<file path="config.mk">
export PLATFORM = sky130hd
export DESIGN_NAME = text_console_glyph_renderer
export DESIGN_NICKNAME = d
export VERILOG_FILES = /design/src/tcgr_pkg.sv /design/src/tcgr_front.sv /design/src/tcgr_queue.sv /design/src/tcgr_back.sv /design/src/text_console_glyph_renderer.sv
export SDC_FILE = /design/constraint.sdc
export NUM_CORES = 1
export LEC_CHECK = 0
export ABC_AREA = 0
export ABC_CLOCK_PERIOD_IN_PS = 19170
export BUFFER_PORTS_ARGS = -buffer_cell sky130_fd_sc_hd__buf_2
export CAP_MARGIN = 20
export CORE_ASPECT_RATIO = 1.25
export CORE_UTILIZATION = 65
export CTS_CLUSTER_DIAMETER = 120
export DETAILED_ROUTE_END_ITERATION = 10
export GPL_ROUTABILITY_DRIVEN = 1
export PLACE_DENSITY = 0.86
export SLEW_MARGIN = 20
export SYNTH_ARGS = -nofsm -noshare
export SYNTH_HDL_FRONTEND = slang
export SYNTH_SLANG_ARGS = --single-unit
</file>
<file path="constraint.sdc">
create_clock -name clk -period 19.17 [get_ports clk]
set_input_delay 0 -clock clk [delete_from_list [all_inputs] [get_ports clk]]
set_output_delay 0 -clock clk [all_outputs]
set_load 0.05 [all_outputs]
</file>
<file path="src/tcgr_pkg.sv">
package tcgr_pkg;

  // glyph scale default: each font bit becomes this many pixels and each
  // font row this many scan lines
  localparam int GLYPH_SCALE_DEF = 2;

  localparam int OFFSET_W  = 25;
  localparam int MASK_W    = 16;
  localparam int RGB_W     = 24;
  localparam int GLYPH_W   = 64;
  localparam int SIZE_W    = 9;
  localparam int PITCH_W   = 14;
  localparam int CURSOR_W  = 8;

  localparam int CFG_IDX_W  = 3;
  localparam int CFG_DATA_W = 24;

  // register indexes
  localparam logic [CFG_IDX_W-1:0] REG_COLUMNS = 3'd0;
  localparam logic [CFG_IDX_W-1:0] REG_ROWS    = 3'd1;
  localparam logic [CFG_IDX_W-1:0] REG_PITCH   = 3'd2;
  localparam logic [CFG_IDX_W-1:0] REG_FG      = 3'd3;
  localparam logic [CFG_IDX_W-1:0] REG_BG      = 3'd4;

  localparam logic [SIZE_W-1:0]  COLUMNS_RST = 9'd80;
  localparam logic [SIZE_W-1:0]  ROWS_RST    = 9'd25;
  localparam logic [PITCH_W-1:0] PITCH_RST   = 14'd1280;
  localparam logic [RGB_W-1:0]   FG_RST      = 24'h00FF00;
  localparam logic [RGB_W-1:0]   BG_RST      = 24'h000000;

  // commands and control characters
  localparam logic CMD_PUT = 1'b0;
  localparam logic CMD_SET = 1'b1;
  localparam logic [7:0] CHAR_BACKSPACE = 8'd8;
  localparam logic [7:0] CHAR_NEWLINE   = 8'd10;

  // depth of the job queue between front and back
  localparam int Q_DEPTH = 2;

  // one cell to draw; a cleared cell carries an all-zero glyph
  typedef struct packed {
    logic [OFFSET_W-1:0] offset;
    logic [GLYPH_W-1:0]  glyph;
  } job_t;

endpackage

</file>
<file path="src/tcgr_front.sv">
module tcgr_front #(
  parameter int GLYPH_SCALE = tcgr_pkg::GLYPH_SCALE_DEF
) (
  input  logic                          clk,
  input  logic                          rst,
  input  logic                          in_valid,
  output logic                          in_stall,
  input  logic                          cmd,
  input  logic [7:0]                    char_code,
  input  logic [tcgr_pkg::GLYPH_W-1:0]  glyph_bits,
  input  logic [7:0]                    new_row,
  input  logic [7:0]                    new_col,
  input  logic [tcgr_pkg::SIZE_W-1:0]   text_columns,
  input  logic [tcgr_pkg::SIZE_W-1:0]   text_rows,
  input  logic [tcgr_pkg::PITCH_W-1:0]  pitch_words,
  input  logic                          q_full,
  output logic                          push,
  output tcgr_pkg::job_t                push_job
);

  localparam int CELL = 8 * GLYPH_SCALE;
  localparam int PX_W = 8 + $clog2(CELL);
  localparam int PROD_W = PX_W + tcgr_pkg::PITCH_W;

  logic [7:0] cursor_row, cursor_row_next;
  logic [7:0] cursor_col, cursor_col_next;

  // classified cell, waiting for its offset product and a queue slot
  logic                         cls_valid;
  logic [PX_W-1:0]              cls_row_px;
  logic [PX_W-1:0]              cls_col_px;
  logic [tcgr_pkg::GLYPH_W-1:0] cls_glyph;

  logic [8:0] cols_size, rows_size;
  logic [7:0] max_c, max_r;
  logic [8:0] row_inc, col_inc;
  logic [7:0] row_adv;
  logic       accept;
  logic       draw;
  logic       clear;
  logic [7:0] draw_row, draw_col;
  logic [PROD_W-1:0] prod;
  logic [PROD_W-1:0] sum;

  // zero acts as one, anything above 256 as 256
  assign cols_size = (text_columns == 9'd0) ? 9'd1 :
                     (text_columns > 9'd256) ? 9'd256 : text_columns;
  assign rows_size = (text_rows == 9'd0) ? 9'd1 :
                     (text_rows > 9'd256) ? 9'd256 : text_rows;
  assign max_c = 8'(cols_size - 9'd1);
  assign max_r = 8'(rows_size - 9'd1);

  assign row_inc = {1'b0, cursor_row} + 9'd1;
  assign col_inc = {1'b0, cursor_col} + 9'd1;
  assign row_adv = (row_inc >= rows_size) ? 8'd0 : row_inc[7:0];

  assign in_stall = cls_valid && q_full;
  assign accept   = in_valid && !in_stall;
  assign push     = cls_valid && !q_full;

  always_comb begin
    cursor_row_next = cursor_row;
    cursor_col_next = cursor_col;
    draw            = 1'b0;
    clear           = 1'b0;
    draw_row        = cursor_row;
    draw_col        = cursor_col;
    if (accept) begin
      if (cmd == tcgr_pkg::CMD_SET) begin
        cursor_row_next = (new_row > max_r) ? max_r : new_row;
        cursor_col_next = (new_col > max_c) ? max_c : new_col;
      end else begin
        unique case (char_code)
          tcgr_pkg::CHAR_BACKSPACE: begin
            if (cursor_col != 8'd0) begin
              cursor_col_next = cursor_col - 8'd1;
            end else if (cursor_row != 8'd0) begin
              cursor_row_next = cursor_row - 8'd1;
              cursor_col_next = max_c;
            end
            draw     = 1'b1;
            clear    = 1'b1;
            draw_row = cursor_row_next;
            draw_col = cursor_col_next;
          end
          tcgr_pkg::CHAR_NEWLINE: begin
            cursor_col_next = 8'd0;
            cursor_row_next = row_adv;
          end
          default: begin
            draw = 1'b1;
            if (col_inc >= cols_size) begin
              cursor_col_next = 8'd0;
              cursor_row_next = row_adv;
            end else begin
              cursor_col_next = col_inc[7:0];
            end
          end
        endcase
      end
    end
  end

  always_ff @(posedge clk) begin
    if (rst) begin
      cursor_row <= 8'd0;
      cursor_col <= 8'd0;
      cls_valid  <= 1'b0;
    end else begin
      cursor_row <= cursor_row_next;
      cursor_col <= cursor_col_next;
      if (draw) begin
        cls_valid <= 1'b1;
      end else if (push) begin
        cls_valid <= 1'b0;
      end
    end
  end

  always_ff @(posedge clk) begin
    if (draw) begin
      cls_row_px <= PX_W'(draw_row) * PX_W'(CELL);
      cls_col_px <= PX_W'(draw_col) * PX_W'(CELL);
      cls_glyph  <= clear ? '0 : glyph_bits;
    end
  end

  // offset of the cell's top scan line, wraps at the offset width
  assign prod = PROD_W'(cls_row_px) * PROD_W'(pitch_words);
  assign sum  = prod + PROD_W'(cls_col_px);
  assign push_job.offset = sum[tcgr_pkg::OFFSET_W-1:0];
  assign push_job.glyph  = cls_glyph;

`ifndef SYNTHESIS
  // input held back only while a classified cell waits on a full queue
  a_stall_has_cell: assert property (@(posedge clk) disable iff (rst)
    in_stall |-> cls_valid)
    else $error("front stalls with no pending cell");
`endif

endmodule

</file>
<file path="src/tcgr_queue.sv">
module tcgr_queue (
  input  logic           clk,
  input  logic           rst,
  input  logic           push,
  input  tcgr_pkg::job_t push_job,
  output logic           full,
  output logic           q_valid,
  output tcgr_pkg::job_t q_job,
  input  logic           pop
);

  localparam int DEPTH = tcgr_pkg::Q_DEPTH;
  localparam int PTR_W = (DEPTH > 1) ? $clog2(DEPTH) : 1;
  localparam int CNT_W = $clog2(DEPTH + 1);

  tcgr_pkg::job_t entries [DEPTH];
  logic [PTR_W-1:0] wr_ptr, rd_ptr;
  logic [CNT_W-1:0] count;

  assign full    = (count == CNT_W'(DEPTH));
  assign q_valid = (count != '0);
  assign q_job   = entries[rd_ptr];

  always_ff @(posedge clk) begin
    if (rst) begin
      wr_ptr <= '0;
      rd_ptr <= '0;
      count  <= '0;
    end else begin
      if (push) begin
        wr_ptr <= (wr_ptr == PTR_W'(DEPTH - 1)) ? '0 : wr_ptr + 1'b1;
      end
      if (pop) begin
        rd_ptr <= (rd_ptr == PTR_W'(DEPTH - 1)) ? '0 : rd_ptr + 1'b1;
      end
      if (push && !pop) begin
        count <= count + 1'b1;
      end else if (pop && !push) begin
        count <= count - 1'b1;
      end
    end
  end

  always_ff @(posedge clk) begin
    if (push) begin
      entries[wr_ptr] <= push_job;
    end
  end

`ifndef SYNTHESIS
  a_no_overflow: assert property (@(posedge clk) disable iff (rst)
    push |-> !full)
    else $error("job queue overflow");
  a_no_underflow: assert property (@(posedge clk) disable iff (rst)
    pop |-> q_valid)
    else $error("job queue underflow");
`endif

endmodule

</file>
<file path="src/tcgr_back.sv">
module tcgr_back #(
  parameter int GLYPH_SCALE = tcgr_pkg::GLYPH_SCALE_DEF
) (
  input  logic                          clk,
  input  logic                          rst,
  input  logic                          q_valid,
  input  tcgr_pkg::job_t                q_job,
  output logic                          q_pop,
  input  logic [tcgr_pkg::PITCH_W-1:0]  pitch_words,
  output logic                          out_valid,
  input  logic                          out_stall,
  output logic [tcgr_pkg::OFFSET_W-1:0] line_offset,
  output logic [tcgr_pkg::MASK_W-1:0]   pixel_mask,
  output logic                          last
);

  localparam int CELL = 8 * GLYPH_SCALE;
  localparam int RW   = $clog2(CELL);
  localparam logic [RW-1:0] LAST_ROW = RW'(CELL - 1);
  localparam int REP_W = (GLYPH_SCALE > 1) ? $clog2(GLYPH_SCALE) : 1;
  localparam logic [REP_W-1:0] LAST_REP = REP_W'(GLYPH_SCALE - 1);

  logic                          active;
  logic [RW-1:0]                 row;
  logic [REP_W-1:0]              rep;
  logic [2:0]                    font_y;
  logic [tcgr_pkg::OFFSET_W-1:0] off;
  logic [tcgr_pkg::GLYPH_W-1:0]  glyph;

  logic                         emit;
  logic                         row_end;
  logic [7:0]                   font_bits;
  logic [tcgr_pkg::MASK_W-1:0]  row_mask;

  assign emit    = active && (!out_valid || !out_stall);
  assign row_end = emit && (row == LAST_ROW);
  assign q_pop   = q_valid && (!active || row_end);

  // each font row repeats GLYPH_SCALE times, each font bit widens likewise;
  // rep counts the repeats so the font row steps without a divide
  assign font_bits = glyph[{font_y, 3'b000} +: 8];

  always_comb begin
    row_mask = '0;
    for (int k = 0; k < tcgr_pkg::MASK_W; k++) begin
      if (k < CELL) begin
        row_mask[k] = font_bits[(k / GLYPH_SCALE) % 8];
      end
    end
  end

  always_ff @(posedge clk) begin
    if (rst) begin
      active    <= 1'b0;
      row       <= '0;
      rep       <= '0;
      font_y    <= 3'd0;
      out_valid <= 1'b0;
    end else begin
      if (q_pop) begin
        active <= 1'b1;
        row    <= '0;
        rep    <= '0;
        font_y <= 3'd0;
      end else if (row_end) begin
        active <= 1'b0;
        row    <= '0;
        rep    <= '0;
        font_y <= 3'd0;
      end else if (emit) begin
        row <= row + 1'b1;
        if (rep == LAST_REP) begin
          rep    <= '0;
          font_y <= font_y + 3'd1;
        end else begin
          rep <= rep + 1'b1;
        end
      end
      if (emit) begin
        out_valid <= 1'b1;
      end else if (!out_stall) begin
        out_valid <= 1'b0;
      end
    end
  end

  always_ff @(posedge clk) begin
    if (q_pop) begin
      off   <= q_job.offset;
      glyph <= q_job.glyph;
    end else if (emit) begin
      off <= off + tcgr_pkg::OFFSET_W'(pitch_words);
    end
    if (emit) begin
      line_offset <= off;
      pixel_mask  <= row_mask;
      last        <= (row == LAST_ROW);
    end
  end

`ifndef SYNTHESIS
  // an idle back end always restarts at the top scan line
  a_idle_row_zero: assert property (@(posedge clk) disable iff (rst)
    !active |-> (row == '0))
    else $error("row counter not cleared while idle");
  // a cell ends exactly on the beat flagged last
  a_last_ends_cell: assert property (@(posedge clk) disable iff (rst)
    row_end |=> (out_valid && last))
    else $error("final scan line not flagged");
`endif

endmodule

</file>
<file path="src/text_console_glyph_renderer.sv">
// Path: a drawn character's first row beat passes the classify register, the job queue,
//   the back end's cell registers and the output register.
// Throughput: the back end emits one scan line per cycle while out_stall allows it; a drawn
//   character gives 8*GLYPH_SCALE scan lines (16 by default); newline and set-cursor draw nothing.
// Reset (rst, synchronous, active high): cursor to (0,0), registers to defaults,
//   queue and output empty.
module text_console_glyph_renderer #(
  parameter int GLYPH_SCALE = tcgr_pkg::GLYPH_SCALE_DEF
) (
  input  logic                             clk,
  input  logic                             rst,
  // configuration write port
  input  logic                             cfg_we,
  input  logic [tcgr_pkg::CFG_IDX_W-1:0]   cfg_index,
  input  logic [tcgr_pkg::CFG_DATA_W-1:0]  cfg_data,
  // input channel
  input  logic                             in_valid,
  output logic                             in_stall,
  input  logic                             cmd,
  input  logic [7:0]                       char_code,
  input  logic [tcgr_pkg::GLYPH_W-1:0]     glyph_bits,
  input  logic [7:0]                       new_row,
  input  logic [7:0]                       new_col,
  // result channel, one beat per scaled scan line
  output logic                             out_valid,
  input  logic                             out_stall,
  output logic [tcgr_pkg::OFFSET_W-1:0]    line_offset,
  output logic [tcgr_pkg::MASK_W-1:0]      pixel_mask,
  output logic [tcgr_pkg::RGB_W-1:0]       ink_color,
  output logic [tcgr_pkg::RGB_W-1:0]       paper_color,
  output logic                             last
);

  // Configuration registers; the user must change them only while the block is idle
  // (the block does not enforce it), so colors go to the result ports, stable under stall.
  logic [tcgr_pkg::SIZE_W-1:0]  text_columns;
  logic [tcgr_pkg::SIZE_W-1:0]  text_rows;
  logic [tcgr_pkg::PITCH_W-1:0] pitch_words;
  logic [tcgr_pkg::RGB_W-1:0]   fg_rgb;
  logic [tcgr_pkg::RGB_W-1:0]   bg_rgb;

  // front -> queue -> back
  logic           push;
  tcgr_pkg::job_t push_job;
  logic           q_full;
  logic           q_valid;
  tcgr_pkg::job_t q_job;
  logic           q_pop;

  always_ff @(posedge clk) begin
    if (rst) begin
      text_columns <= tcgr_pkg::COLUMNS_RST;
      text_rows    <= tcgr_pkg::ROWS_RST;
      pitch_words  <= tcgr_pkg::PITCH_RST;
      fg_rgb       <= tcgr_pkg::FG_RST;
      bg_rgb       <= tcgr_pkg::BG_RST;
    end else if (cfg_we) begin
      case (cfg_index)
        tcgr_pkg::REG_COLUMNS: text_columns <= cfg_data[tcgr_pkg::SIZE_W-1:0];
        tcgr_pkg::REG_ROWS:    text_rows    <= cfg_data[tcgr_pkg::SIZE_W-1:0];
        tcgr_pkg::REG_PITCH:   pitch_words  <= cfg_data[tcgr_pkg::PITCH_W-1:0];
        tcgr_pkg::REG_FG:      fg_rgb       <= cfg_data[tcgr_pkg::RGB_W-1:0];
        tcgr_pkg::REG_BG:      bg_rgb       <= cfg_data[tcgr_pkg::RGB_W-1:0];
        default: ;  // unmapped index, write dropped
      endcase
    end
  end

  assign ink_color   = fg_rgb;
  assign paper_color = bg_rgb;

  // Front: owns the cursor, classifies each beat (set cursor, newline,
  // backspace, printable) and turns a cell to draw into a start offset.
  tcgr_front #(
    .GLYPH_SCALE (GLYPH_SCALE)
  ) u_front (
    .clk          (clk),
    .rst          (rst),
    .in_valid     (in_valid),
    .in_stall     (in_stall),
    .cmd          (cmd),
    .char_code    (char_code),
    .glyph_bits   (glyph_bits),
    .new_row      (new_row),
    .new_col      (new_col),
    .text_columns (text_columns),
    .text_rows    (text_rows),
    .pitch_words  (pitch_words),
    .q_full       (q_full),
    .push         (push),
    .push_job     (push_job)
  );

  // Short queue so cursor commands keep flowing while cells are drawn.
  tcgr_queue u_queue (
    .clk      (clk),
    .rst      (rst),
    .push     (push),
    .push_job (push_job),
    .full     (q_full),
    .q_valid  (q_valid),
    .q_job    (q_job),
    .pop      (q_pop)
  );

  // Back: walks the scan lines of one cell, stepping the offset by the pitch,
  // and loads the next cell on the last line so cells run back to back.
  tcgr_back #(
    .GLYPH_SCALE (GLYPH_SCALE)
  ) u_back (
    .clk         (clk),
    .rst         (rst),
    .q_valid     (q_valid),
    .q_job       (q_job),
    .q_pop       (q_pop),
    .pitch_words (pitch_words),
    .out_valid   (out_valid),
    .out_stall   (out_stall),
    .line_offset (line_offset),
    .pixel_mask  (pixel_mask),
    .last        (last)
  );

endmodule

</file>
# After elaboration in Yosys (flattened, before gate mapping)
# Memory sizes are Yosys's and may differ from the RTL's. A register that Yosys moved wholly into a read port is not among the register bits.
# Index checks and enable logic that the tools add are counted.
# totals
elab_cells,139
register_bits,321
ramBits,178
in_bits,121
mem_count,1
output_inout_bits,92
# classes
eq_ne,9
reduce_logical,36
muxes,46
shifts,1
mul,1
magnitude_cmp,6
addsub,15
# memory_table
memory,depth,width,read_ports,rd_clocked_by_memory_dff,wr,line_no,rtl
u_queue.entries,2,89,1,1,1,tcgr_queue.sv:16,tcgr_pkg::job_t entries [DEPTH];
# ops
op,n
$mux 8,17
$shiftx 64x7->8,1
$mux 25,2
$mux 9,4
$pmux 8 s2,2
$sub 8x1->8 const B,4
$add 25x12->25,1
$add 25x14->25,1
$mul 8x14->21,1
$mux 1,19
$add 8x1->9 const B,2
$ge 9x9->1,2
$gt 9x9->1 const B,2
$logic_not 9->1,2
$eq 8x4->1 const B,2
$gt 8x8->1,2
$reduce_bool 8->1,2
$reduce_and 2->1,7
$reduce_bool 2->1,5
$logic_and 1x1->1,8
$logic_not 1->1,7
$eq 3x2->1 const B,2
$add 4x1->4 const B,1
$eq 4x4->1 const B,1
other kinds (13),17

# Depth between registers and ports, before layout
# Gate-level depths: netlist of the first run.
# logic_depth
word_depth,9
ltp_mapped,21
ltp_nobuf,20

# By module
# A second synthesis of the first run with hierarchy kept.
# unflattened
hier_cells,2118
hier_area_um2,25939.9
# by_module_without_submodules
module,area_each_um2,cells_each,seq_area_each_um2,n_inst
tcgr_front,10166.0,1112,2742.6,1
tcgr_queue,6661.4,299,5445.2,1
tcgr_back,5838.1,399,3893.7,1
text_console_glyph_renderer,3274.4,308,1601.5,1

# Least setup slack after synthesis of the first run
# No wires, ideal clock.
# synth_path
path_kind,reg-to-reg
startpoint,register u_queue.count[0]
endpoint,register u_front.cls_col_px[10] (enable)
setup_slack_ns,11.782
stages_incl_launch_ff,4
path_buffers,0
period_less_slack_ns,7.388
arrival_time_ns,6.748
setup_ns,0.640
required_ns,18.530
cell_sequence,dfxtp_1 nand3b_1 nand2_1 a211oi_1
# synth_via
elab_chain_len,5
# synth_lines
element,line_no,rtl
start: declaration,tcgr_queue.sv:18,logic [CNT_W-1:0] count;
start signal: assignment,tcgr_queue.sv:37,count <= count + 1'b1;
start signal: assignment,tcgr_queue.sv:39,count <= count - 1'b1;
$eq 2x2->1,tcgr_queue.sv:20,assign full = (count == CNT_W'(DEPTH));
$logic_and 1x1->1,tcgr_front.sv:57,assign in_stall = cls_valid && q_full;
$logic_not 1->1,tcgr_front.sv:58,assign accept = in_valid && !in_stall;
$logic_and 1x1->1,tcgr_front.sv:58,
$mux 1,tcgr_front.sv:68,if (accept) begin
net u_front.draw,tcgr_front.sv:39,logic draw;
end signal: assignment,tcgr_front.sv:123,cls_col_px <= PX_W'(draw_col) * PX_W'(CELL);
end: declaration,tcgr_front.sv:31,logic [PX_W-1:0] cls_col_px;
# The timed path passes the listed nets, and every way through them passes these cells.
# A chain may end at the register's enable or synchronous reset.

==> metrics, run 1 <==
status completed; port bufs between 200 and 250; cell area after layout 28660 um^2; Post-Route WL just over 60 mm; Clock Sink Count between 400 and 500; number of DRC markers in iteration 0 ~1600; syn_area_per_cell 11.86 um^2; xor-xnor portion of the synthesized cell area 0.02976; HPWL Detailed ~39 mm; row count 79; vias 17393; Max Fanout on Critical Path 14; Final setup violation count 0; CTS tree built; CTS Buf Count between 40 and 50; Post-CTS Setup Inserts 0; Yosys warnings 0; H-tree levels 2; ys flop type edfxtp_1; Final Wtd Congestion 0.8915; P_int about 0.0021 W; final clock skew just under 0.04 ns; Routed Antenna Nets 0; CP required 19.46 ns; largest family of logic cells by synthesized area simple AND/OR/NAND/NOR gates; CTS root buf clkbuf_16; critical path type reg2reg; setup_tns 0 ns; Tightest Pin Transition between 1 and 1.5 ns; HP Class in2reg; most frequent cells in the layout edfxtp_1 (373), nand2_1 (261), buf_2 (211); routed vias/inst approximately 6; Worst EP arrival 6.19 ns; Wirelength per Cell 21.16 um; post-synthesis mux area share 0.05756; Top Family by Delay on Critical Path adder cells; cell taking the most area after synthesis edfxtp_1; # resized after CTS 0; maximum clock path buffer count 3; Synth top area share 0.4532; switch share 0.3213; # nets final 2661; CTS clock-pin slew for the worst setup and hold paths around 0.060 ns; Simple-Gate Fraction of Synth Area 0.1355; Synth cell types 74; Peak VDD IR 81.48 uV; post-route insts no fill between 2000 and 3000; FF+latch count, synth approximately 490; First-pass DRT Iterations 7; Seq/Total Area, Yosys 0.5439; slew margin rel. 0.2635; R2R Setup Slk ~13 ns; final hold vios 0; Initial Util 0.6615; max_cap viols 0; adder-cell area share of the yosys netlist 0.1133; first-pass GRT wire length ~95 mm; Die ar. between 30000 and 40000 um^2; Layout Area Growth over Synthesis 15.93%; Worst-Skew Late Latency 0.58 ns; Flop pwr share 0.466; minimum clock period ~6 ns; Compound-Gate Fraction of Synth Area 0.08373; DRC 0; largest net degree at the start of global routing 96; DP Cell Count approximately 2700; Slew Limit Fails 0; share of cells above drive strength 1 0.1677; crit path launch type flop; DP Area around 26000 um^2; Synth async-reset ratio 0; Clock power frac 0.288; most common cell after layout, fill and taps aside edfxtp_1; Final period util 0.3077; Hold Buf Count CTS 109; Post-synth EDFFs approximately 370; antenna violations before repair 1; CP Capture Type flop; RSZ-0062 raised after global routing no; vias in the first global route 17881; Post-Syn Nets 2385; Critical Path Most Common Cell fa_1; setup ws final between 10 and 15 ns; Congestion Overflow GR 0; Leak around 11 nW; top cells by area, synth edfxtp_1 (45%), dfxtp_1 (9.1%), fa_1 (5.9%); Buf/Inv on CP 2; total global-route track usage 0.3190; worst path cell trace and2_1 -> fa_1 -> fa_1 -> inv_1 -> fa_1 -> fa_1 -> inv_1 -> ha_1 -> o21a_1 -> a2111oi_2 -> o31ai_1 -> a21o_1 -> a21oi_1 -> xnor2_1 -> nand3_1 -> nand4b_1 -> xnor2_1; sw power roughly 0.0010 W; Chip Width 176.4 um; power per cell area approximately 110 nW/um^2; Gate Count Post-Synth between 2000 and 2500; I/O pins about 210; Synth Cell Area ~25000 um^2; Critical Path Max Stage Delay ~0.62 ns; Die Ht 220.0 um; DP Worst Slack between 10 and 15 ns; core area around 37000 um^2; critical path's slowest cell a2111oi_2; fmax between 150 and 200 MHz; Logic pwr share 0.246
-- layout make-up --
| cell class | count | area (um^2) |
|---|---|---|
| antenna | 1 | 2.502 |
| clock buffer | 60 | 1247 |
| clock inverter | 24 | 229.0 |
| fill | 2112 | 8708 |
| inverter | 122 | 459.2 |
| multi-input combinational | 1374 | 10420 |
| sequential | 485 | 13450 |
| tap | 486 | 608.1 |
| timing repair buffer | 332 | 2245 |
-- worst register-to-register path: stages, from the launching register on --
cell	delay (ns)
edfxtp_1	0.59
and2_1	0.28
fa_1	0.46
fa_1	0.56
inv_1	0.05
fa_1	0.46
fa_1	0.55
inv_1	0.05
ha_1	0.33
o21a_1	0.24
a2111oi_2	0.62
o31ai_1	0.18
a21o_1	0.21
a21oi_1	0.18
xnor2_1	0.20
nand3_1	0.24
nand4b_1	0.26
xnor2_1	0.17
-- cells in the mapped netlist (all sizes together) (4+ instances only) --
library cell / number
a221oi: 6
o211ai: 12
xnor2: 55
o21bai: 4
o31ai: 13
and2: 157
clkbuf: 83
and3: 14
o21ai: 50
or2: 6
o21a: 17
or3: 11
dfxtp: 112
mux4: 16
a21o: 22
nor2b: 23
nand3b: 16
nor3: 27
nor2: 87
buf: 20
a21oi: 119
nand2: 261
nand3: 30
mux2i: 24
nand2b: 13
a211o: 9
edfxtp: 373
or4: 7
nand4: 6
inv: 121
ha: 107
mux2: 73
a31oi: 12
xor2: 29
fa: 73
a311oi: 4
nor4: 9
a211oi: 23
-- cell families after synthesis --
group,count (synthesis)
simple gates,674
flops,485
compound gates,323
buf+inv,225
fa+ha+maj,180
mux,113
xor+xnor,84
-- registers in the layout, indices dropped and copies added, names as in the netlist, 14 cells and up, named ones only --
name / count
pitch_words: 14
u_front.cls_glyph: 64
paper_color: 24
u_queue.entries: 170
u_back.glyph: 64
u_back.off: 25
ink_color: 24
u_back.line_offset: 25
-- per-layer routing --
metal  vias to the layer above  GRT usage  share of wire
met5                         -          0              0
met4                         0     0.1310          0.042
met3                       148    0.04296          0.065
met2                       813     0.5928           0.52
met1                      8514     0.3678           0.37
li1                       7918          -              -
-- worst paths after layout --
check | startpoint | end | depth (start not counted)
max | u_front.cls_row_px[8]$_DFFE_PP_ | u_queue.entries[0][85]$_DFFE_PP_ | 17
min | cfg_index[1] | pitch_words[13]$_SDFFE_PP0P_ | 5
max reg2reg | u_front.cls_row_px[8]$_DFFE_PP_ | u_queue.entries[0][85]$_DFFE_PP_ | 17
min reg2reg | u_front.cls_glyph[36]$_SDFFCE_PP0P_ | u_queue.entries[1][36]$_DFFE_PP_ | 0
-- metrics by stage --
stage / hold WS (ns) / util / power, W
final: 0.04243 / 0.7669 / 0.003165
after global routing: 0.09535 / 0.7669 / 0.003271
after CTS: 0.02701 / 0.7665 / 0.003138
after detailed placement: 0.2350 / 0.6977 / 0.002226
after global placement: 0.2257 / 0.6977 / 0.002178
after floorplan: 0.1179 / - / 0.002016
-- power groups by stage --
stage               registers, W  logic (W)  clock network (W)
finish                   0.00147   0.000780           0.000910
global route             0.00149   0.000837           0.000949
CTS                      0.00147   0.000767           0.000903
detailed placement       0.00149   0.000740                  0
global placement         0.00147   0.000708                  0
floorplan                0.00152   0.000495                  0
(Power assumes the default switching activity.)
==> run 2, diff against run 1 <==
--- a/config.mk
+++ b/config.mk
@@ -5,16 +5,16 @@
 export SDC_FILE = /design/constraint.sdc
 export NUM_CORES = 1
 export LEC_CHECK = 0
-export ABC_AREA = 0
-export ABC_CLOCK_PERIOD_IN_PS = 19170
+export ABC_AREA = 1
+export ABC_CLOCK_PERIOD_IN_PS = 4950
 export BUFFER_PORTS_ARGS = -buffer_cell sky130_fd_sc_hd__buf_2
 export CAP_MARGIN = 20
 export CORE_ASPECT_RATIO = 1.25
-export CORE_UTILIZATION = 65
+export CORE_UTILIZATION = 55
 export CTS_CLUSTER_DIAMETER = 120
 export DETAILED_ROUTE_END_ITERATION = 10
 export GPL_ROUTABILITY_DRIVEN = 1
-export PLACE_DENSITY = 0.86
+export PLACE_DENSITY = 0.77
 export SLEW_MARGIN = 20
 export SYNTH_ARGS = -nofsm -noshare
 export SYNTH_HDL_FRONTEND = slang
==> constraint.sdc (replaced) <==
create_clock -name clk -period 4.95 [get_ports clk]
set_input_delay 0 -clock clk [delete_from_list [all_inputs] [get_ports clk]]
set_output_delay 0 -clock clk [all_outputs]
set_load 0.05 [all_outputs]
==> run 2 against run 1 <==
  * Cell count grew 35%
  * Fmax grew 20%
  * Clock skew grew 0.014 ns
  * Register-to-register slack lost 13 ns
  * Cell area grew 9.5%
  * Worst setup slack lost 13 ns
  * Sequential cell count is the same
  * Routed wire length grew 9.2%
  * Synthesized cell count grew 37%
  * Synthesized area grew 4.7%
  * Non-clock buffer count grew 90
==> metrics, run 2 <==
Synth Cell Area between 20000 and 30000 um^2; Clock power frac 0.268; core area ~46000 um^2; slew margin rel. 0.3294; setup_tns 0 ns; total global-route track usage 0.2707; most frequent cells in the layout nand2_1 (668), inv_1 (401), edfxtp_1 (373); Worst-Skew Late Latency 0.62 ns; most common cell after layout, fill and taps aside nand2_1; HP Class in2reg; critical path type reg2reg; H-tree levels 2; CTS Buf Count 47; fmax roughly 200 MHz; Post-Route WL 66.65 mm; vias 20673; Flop pwr share 0.422; Gate Count Post-Synth between 2000 and 3000; top cells by area, synth edfxtp_1 (43%), nand2_1 (10%), dfxtp_1 (8.7%); Final setup violation count 0; Leak 14.71 nW; Multi-input gate area 10930 um^2; CTS root buf clkbuf_16; minimum clock period 4.895 ns; antenna violations before repair 2; Max Fanout on Critical Path 4; Chip Width 196.1 um; DP Area between 20000 and 30000 um^2; P_int a little under 0.009 W; first-pass GRT wire length ~100 mm; Routed Antenna Nets 0; FF+latch count, synth roughly 490; syn_area_per_cell slightly above 9 um^2; WHS 0.03327 ns; RSZ-0062 raised after global routing yes; CTS clock-pin slew for the worst setup and hold paths about 0.060 ns; Wirelength per Cell approximately 17 um; Synth async-reset ratio 0; Layout Area Growth over Synthesis 21.23%; Post-Syn Nets approximately 3200; I/O pins 213; fillers about 3400; cell area after layout approximately 31000 um^2; max_cap viols 0; Metal-1 WL 25.58 mm; top flop regs u_queue.entries x170, u_back.glyph x64, u_front.cls_glyph x64; Peak VDD IR 366.2 uV; Initial Util 0.5585; CP Capture Type flop; post-route insts no fill 3898; Worst EP arrival roughly 5.3 ns; Post-synth EDFFs 373; ys flop type edfxtp_1; CTS tree built; Die ar. around 48000 um^2; routed vias/inst around 5.3; Die Ht roughly 240 um; Synth cell types 51; Slew Limit Fails 0; CP required between 5 and 6 ns; Clock Sink Count between 400 and 500; power per cell area roughly 430 nW/um^2; highest routed metal layer met5; DP Cell Count 3659; register area between 10000 and 15000 um^2; largest net degree at the start of global routing 99; top-count cell post-synth nand2_1; # nets final around 3500; Final Wtd Congestion 0.9037; crit path launch type flop; share of cells above drive strength 1 0.1668; row count 88; met3 wire length 3.870 mm; status completed; largest register by flop count u_queue.entries; Post-synth top cells nand2_1 (714), inv_1 (423), edfxtp_1 (373), nor2_1 (355), o21ai_0 (159); Yosys warnings 0; final clock skew about 0.052 ns; final hold vios 0; vias in the first global route around 20000; HPWL Detailed between 40 and 50 mm; Congestion Overflow GR 0; port bufs around 210; Tightest Pin Transition between 1 and 1.5 ns; DRC 0; Logic pwr share 0.310; Final period util 0.9889; maximum clock path buffer count 3; Synth top area share 0.4326; Seq/Total Area, Yosys 0.5192; Routed met2 length 34.71 mm; switch share 0.3566; max reg flops 170; sw power between 0.004 and 0.005 W; number of DRC markers in iteration 0 1433; cell taking the most area after synthesis edfxtp_1; Final Core Density 0.6771; First-pass DRT Iterations 6
[run 2: layout make-up]
class,count,share of cell area
clock inverters,21,0.007295
inverters,433,0.05202
well taps,630,0.02511
flip-flops and latches,485,0.4284
multi-input cells,1839,0.3482
repair buffers,422,0.09571
clock buffers,67,0.04321
diodes,1,0.00007972
[run 2: worst paths after layout]
path / startpoint / endpoint / slack (ns) / depth (start not counted)
worst max-delay path: u_front.cls_row_px[11]$_DFFE_PP_ / u_queue.entries[1][86]$_DFFE_PP_ / 0.05 / 26
worst min-delay path: cmd / u_front.cursor_row[7]$_SDFFE_PP0P_ / 0.03 / 4
worst max register to register: u_front.cls_row_px[11]$_DFFE_PP_ / u_queue.entries[1][86]$_DFFE_PP_ / 0.05 / 26
worst min register to register: u_front.cls_glyph[5]$_SDFFCE_PP0P_ / u_queue.entries[0][5]$_DFFE_PP_ / 0.44 / 0
[run 2: layer usage]
metal,up-vias,global-route usage
met5,-,0
met4,2,0.1082
met3,151,0.03889
met2,781,0.5005
met1,9810,0.3127
li1,9929,-
[run 2: worst max-delay path: stages, from the launching register on]
cell and delay [ns]:
edfxtp_1 0.37, buf_4 0.12, nand2_2 0.06, fa_1 0.52, fa_1 0.57, inv_2 0.04, fa_1 0.49, inv_2 0.04
fa_1 0.49, inv_2 0.05, ha_4 0.29, xnor2_2 0.12, inv_2 0.06, ha_4 0.28, nand2_4 0.06, nor3_4 0.14
nand2_1 0.08, nand2_2 0.10, nand2_4 0.07, nor2_8 0.09, nand3_4 0.08, nor2_4 0.13, nand2_2 0.08, nor2_1 0.13
nand2_1 0.08, nand2_1 0.08, inv_2 0.04
[run 2: logic make-up (layout without fill, tap and decap cells)]
kind of cell / count (synthesis) / after routing / share of synthesized area
simple gates: 1269 / 1269 / 0.2032
buf+inv: 533 / 943 / 0.07959
flops: 485 / 485 / 0.5192
compound gates: 328 / 328 / 0.06886
fa+ha+maj: 180 / 180 / 0.1082
xor+xnor: 62 / 62 / 0.02097
other cells: 0 / 1 / 0
[run 2: power groups by stage]
stage	logic, W	registers (W)	clock network [W]
floorplan	0.00238	0.00609	0
global placement	0.00362	0.00576	0
detailed placement	0.00375	0.00580	0
CTS	0.00386	0.00572	0.00367
global route	0.00462	0.00578	0.00384
finish	0.00421	0.00573	0.00364
[run 2: stage by stage]
stage	setup slack [ns]	total power, W
3_3_place_gp	0.001439	0.009386
2_1_floorplan	0.02631	0.008473
4_1_cts	-0.02636	0.01325
6_report	0.05470	0.01358
5_1_grt	-0.1435	0.01423
3_5_place_dp	-0.07146	0.009541
[run 2: timing repair]
action                                  CTS  global route
hold buffers                            125             0
hold endpoints to repair                163             0
endpoints found under the setup margin    8            25
pin swaps                                 3            56
gates resized for setup                   9           143
buffers inserted                          3            22
==> run 3, diff against run 2 <==
--- a/config.mk
+++ b/config.mk
@@ -11,9 +11,10 @@
 export CAP_MARGIN = 20
 export CORE_ASPECT_RATIO = 1.25
 export CORE_UTILIZATION = 55
-export CTS_CLUSTER_DIAMETER = 120
+export CTS_CLUSTER_DIAMETER = 30
 export DETAILED_ROUTE_END_ITERATION = 10
 export GPL_ROUTABILITY_DRIVEN = 1
+export HOLD_SLACK_MARGIN = 0.05
 export PLACE_DENSITY = 0.77
 export SLEW_MARGIN = 20
 export SYNTH_ARGS = -nofsm -noshare
==> run 3 against run 2 <==
  * Highest routed layer is now met4
  * Sequential power about the same
  * Power up 16%
  * Critical endpoint unchanged
  * Critical path depth unchanged
  * Routed wire length up 5.4%
  * Count of clock-buffer cells in the layout up 23
  * Register-to-register slack about the same
  * Critical path type unchanged
  * Fmax up 0.20%
  * Combinational power up 1%
  * Sequential cell count unchanged
  * Clock power up 59%
==> metrics, run 3 (same netlist as run 2, synthesis figures left out) <==
share of cells above drive strength 1 0.1805; Tightest Pin Transition approximately 1.0 ns; largest net degree at the start of global routing approximately 100; crit path launch type flop; vias in the first global route around 21000; H-tree levels 3; CP Capture Type flop; slew margin rel. 0.3302; Chip Width a little under 200 um; Multi-input gate area about 11000 um^2; Congestion Overflow GR 0; number of DRC markers in iteration 0 about 1500; Initial Util 0.5585; R2R cell count 26; First-pass DRT Iterations 8; final clock skew 0.03689 ns; total global-route track usage 0.2886; RR Startpoint u_front.cls_row_px[7]$_DFFE_PP_; Layout Area Growth over Synthesis 26.40%; RR Endpoint u_queue.entries[1][86]$_DFFE_PP_; Final setup violation count 0; critical path type reg2reg; HPWL Detailed ~45 mm; Final Wtd Congestion 0.9037; largest register by flop count u_queue.entries; HP Class in2reg; CTS clock-pin slew for the worst setup and hold paths roughly 0.05 ns; first-pass GRT wire length roughly 110 mm; most frequent cells in the layout nand2_1 (669), inv_1 (404), edfxtp_1 (373); Final period util 0.9870; core area 46350 um^2; I/O pins roughly 210; final hold vios 0; Post-Route WL about 70 mm; DP Area roughly 28000 um^2; top flop regs u_queue.entries x170, u_back.glyph x64, u_front.cls_glyph x64; Max Fanout on Critical Path 5; Peak VDD IR about 390 uV; most common cell after layout, fill and taps aside nand2_1; antenna violations before repair 1; DRC 0; row count about 90; Top Family by Delay on Critical Path adder cells; vias between 20000 and 25000; total power around 0.016 W; Clock Sink Count slightly below 500; hold path depth 6; Slew Limit Fails 0; Worst EP arrival approximately 5.3 ns; Critical Path Max Stage Delay around 0.54 ns; fillers between 3000 and 4000; Routed Antenna Nets 0; CTS tree built; Worst Hold End u_front.cursor_row[3]$_SDFFE_PP0P_; cell area after layout ~33000 um^2; HP Start cmd; Die Ht between 200 and 250 um; R2R Setup Slk 0.06 ns; Worst-Skew Late Latency 0.65 ns; Leak approximately 15 nW; max_cap viols 0; CTS root buf clkbuf_16; CP required between 5 and 6 ns; Die ar. about 48000 um^2; power per cell area about 480 nW/um^2; CTS Buf Count 80; routed vias/inst between 5 and 6; maximum clock path buffer count 3; register area roughly 13000 um^2; status completed; Buf/Inv on CP 6; critical path's slowest cell fa_1; port bufs 212; Wirelength per Cell approximately 18 um; RSZ-0062 raised after global routing yes; # nets final ~3600; fmax between 200 and 250 MHz; max reg flops 170; minimum clock period just under 5 ns
[run 3: cell types whose count changed in the layout (fill, tap and decap cells not counted), sizes merged]
| cell | change |
|---|---|
| inv | +12 |
| dlygate4sd3 | +5 |
| clkinvlp | +8 |
| clkbuf | +23 |
| clkinv | +10 |
| buf | +4 |
| bufinv | +6 |
[run 3: worst min-delay path: stages]
cell	delay [ns]
buf_2	0.19
clkinv_1	0.23
nand2_1	0.09
nand3_1	0.07
nand2_1	0.05
inv_1	0.04
[run 3: worst max path at each step]
stage                                     from                               end  slack, ns  cells after the start
4_1_cts        u_front.cls_row_px[8]$_DFFE_PP_  u_queue.entries[1][88]$_DFFE_PP_     0.0006                     23
3_5_place_dp   u_front.cls_row_px[8]$_DFFE_PP_  u_queue.entries[1][86]$_DFFE_PP_      -0.07                     27
5_1_grt        u_front.cls_row_px[7]$_DFFE_PP_  u_queue.entries[1][86]$_DFFE_PP_      -0.21                     26
3_3_place_gp   u_front.cls_row_px[8]$_DFFE_PP_  u_queue.entries[0][86]$_DFFE_PP_      0.001                     27
6_report       u_front.cls_row_px[7]$_DFFE_PP_  u_queue.entries[1][86]$_DFFE_PP_       0.06                     26
2_1_floorplan      pitch_words[1]$_SDFFE_PP0P_  u_queue.entries[0][86]$_DFFE_PP_       0.03                     28
[run 3: power by group]
group          leakage, nW  total [W]  switching (W)  internal, W
registers             4.38    0.00575       0.000347      0.00541
logic                 9.62    0.00427        0.00297      0.00130
clock network         1.36    0.00578        0.00219      0.00359
[run 3: layer usage]
| metal | global-route usage | wire [um] |
|---|---|---|
| met5 | 0 | 0 |
| met4 | 0.1296 | 2802 |
| met3 | 0.04772 | 4794 |
| met2 | 0.5329 | 36830 |
| met1 | 0.3241 | 25810 |
[run 3: layout make-up]
cell class | instances | area share
Multi-Input combinational cell | 1839 | 0.3336
Tap cell | 630 | 0.02409
Sequential cell | 485 | 0.4109
Timing Repair Buffer | 431 | 0.09425
Antenna cell | 1 | 0.00007647
Clock buffer | 90 | 0.06427
Inverter | 433 | 0.04990
Clock inverter | 57 | 0.02302
[run 3: metrics by stage]
step           hold slack (ns)  worst slack [ns]  cells  TNS, ns  utilization
6_report               0.07802           0.06426   3966        0       0.7060
2_1_floorplan          0.06907           0.02631   2857        0            -
5_1_grt                 0.1439           -0.2115   3966   -1.563       0.7060
3_5_place_dp            0.2450          -0.07146   3659  -0.3533       0.6004
4_1_cts                0.05805         0.0006151   3943        0       0.6937
3_3_place_gp            0.2355          0.001439   3659        0       0.6004
[run 3: what timing repair did]
item / CTS / global route
hold buffers: 130 / 0
pin swaps: 15 / 70
endpoints found under the setup margin: 10 / 28
endpoints found under the hold margin: 164 / 0
cloned: 0 / 1
gates resized for setup: 21 / 123
buffers inserted: 7 / 21
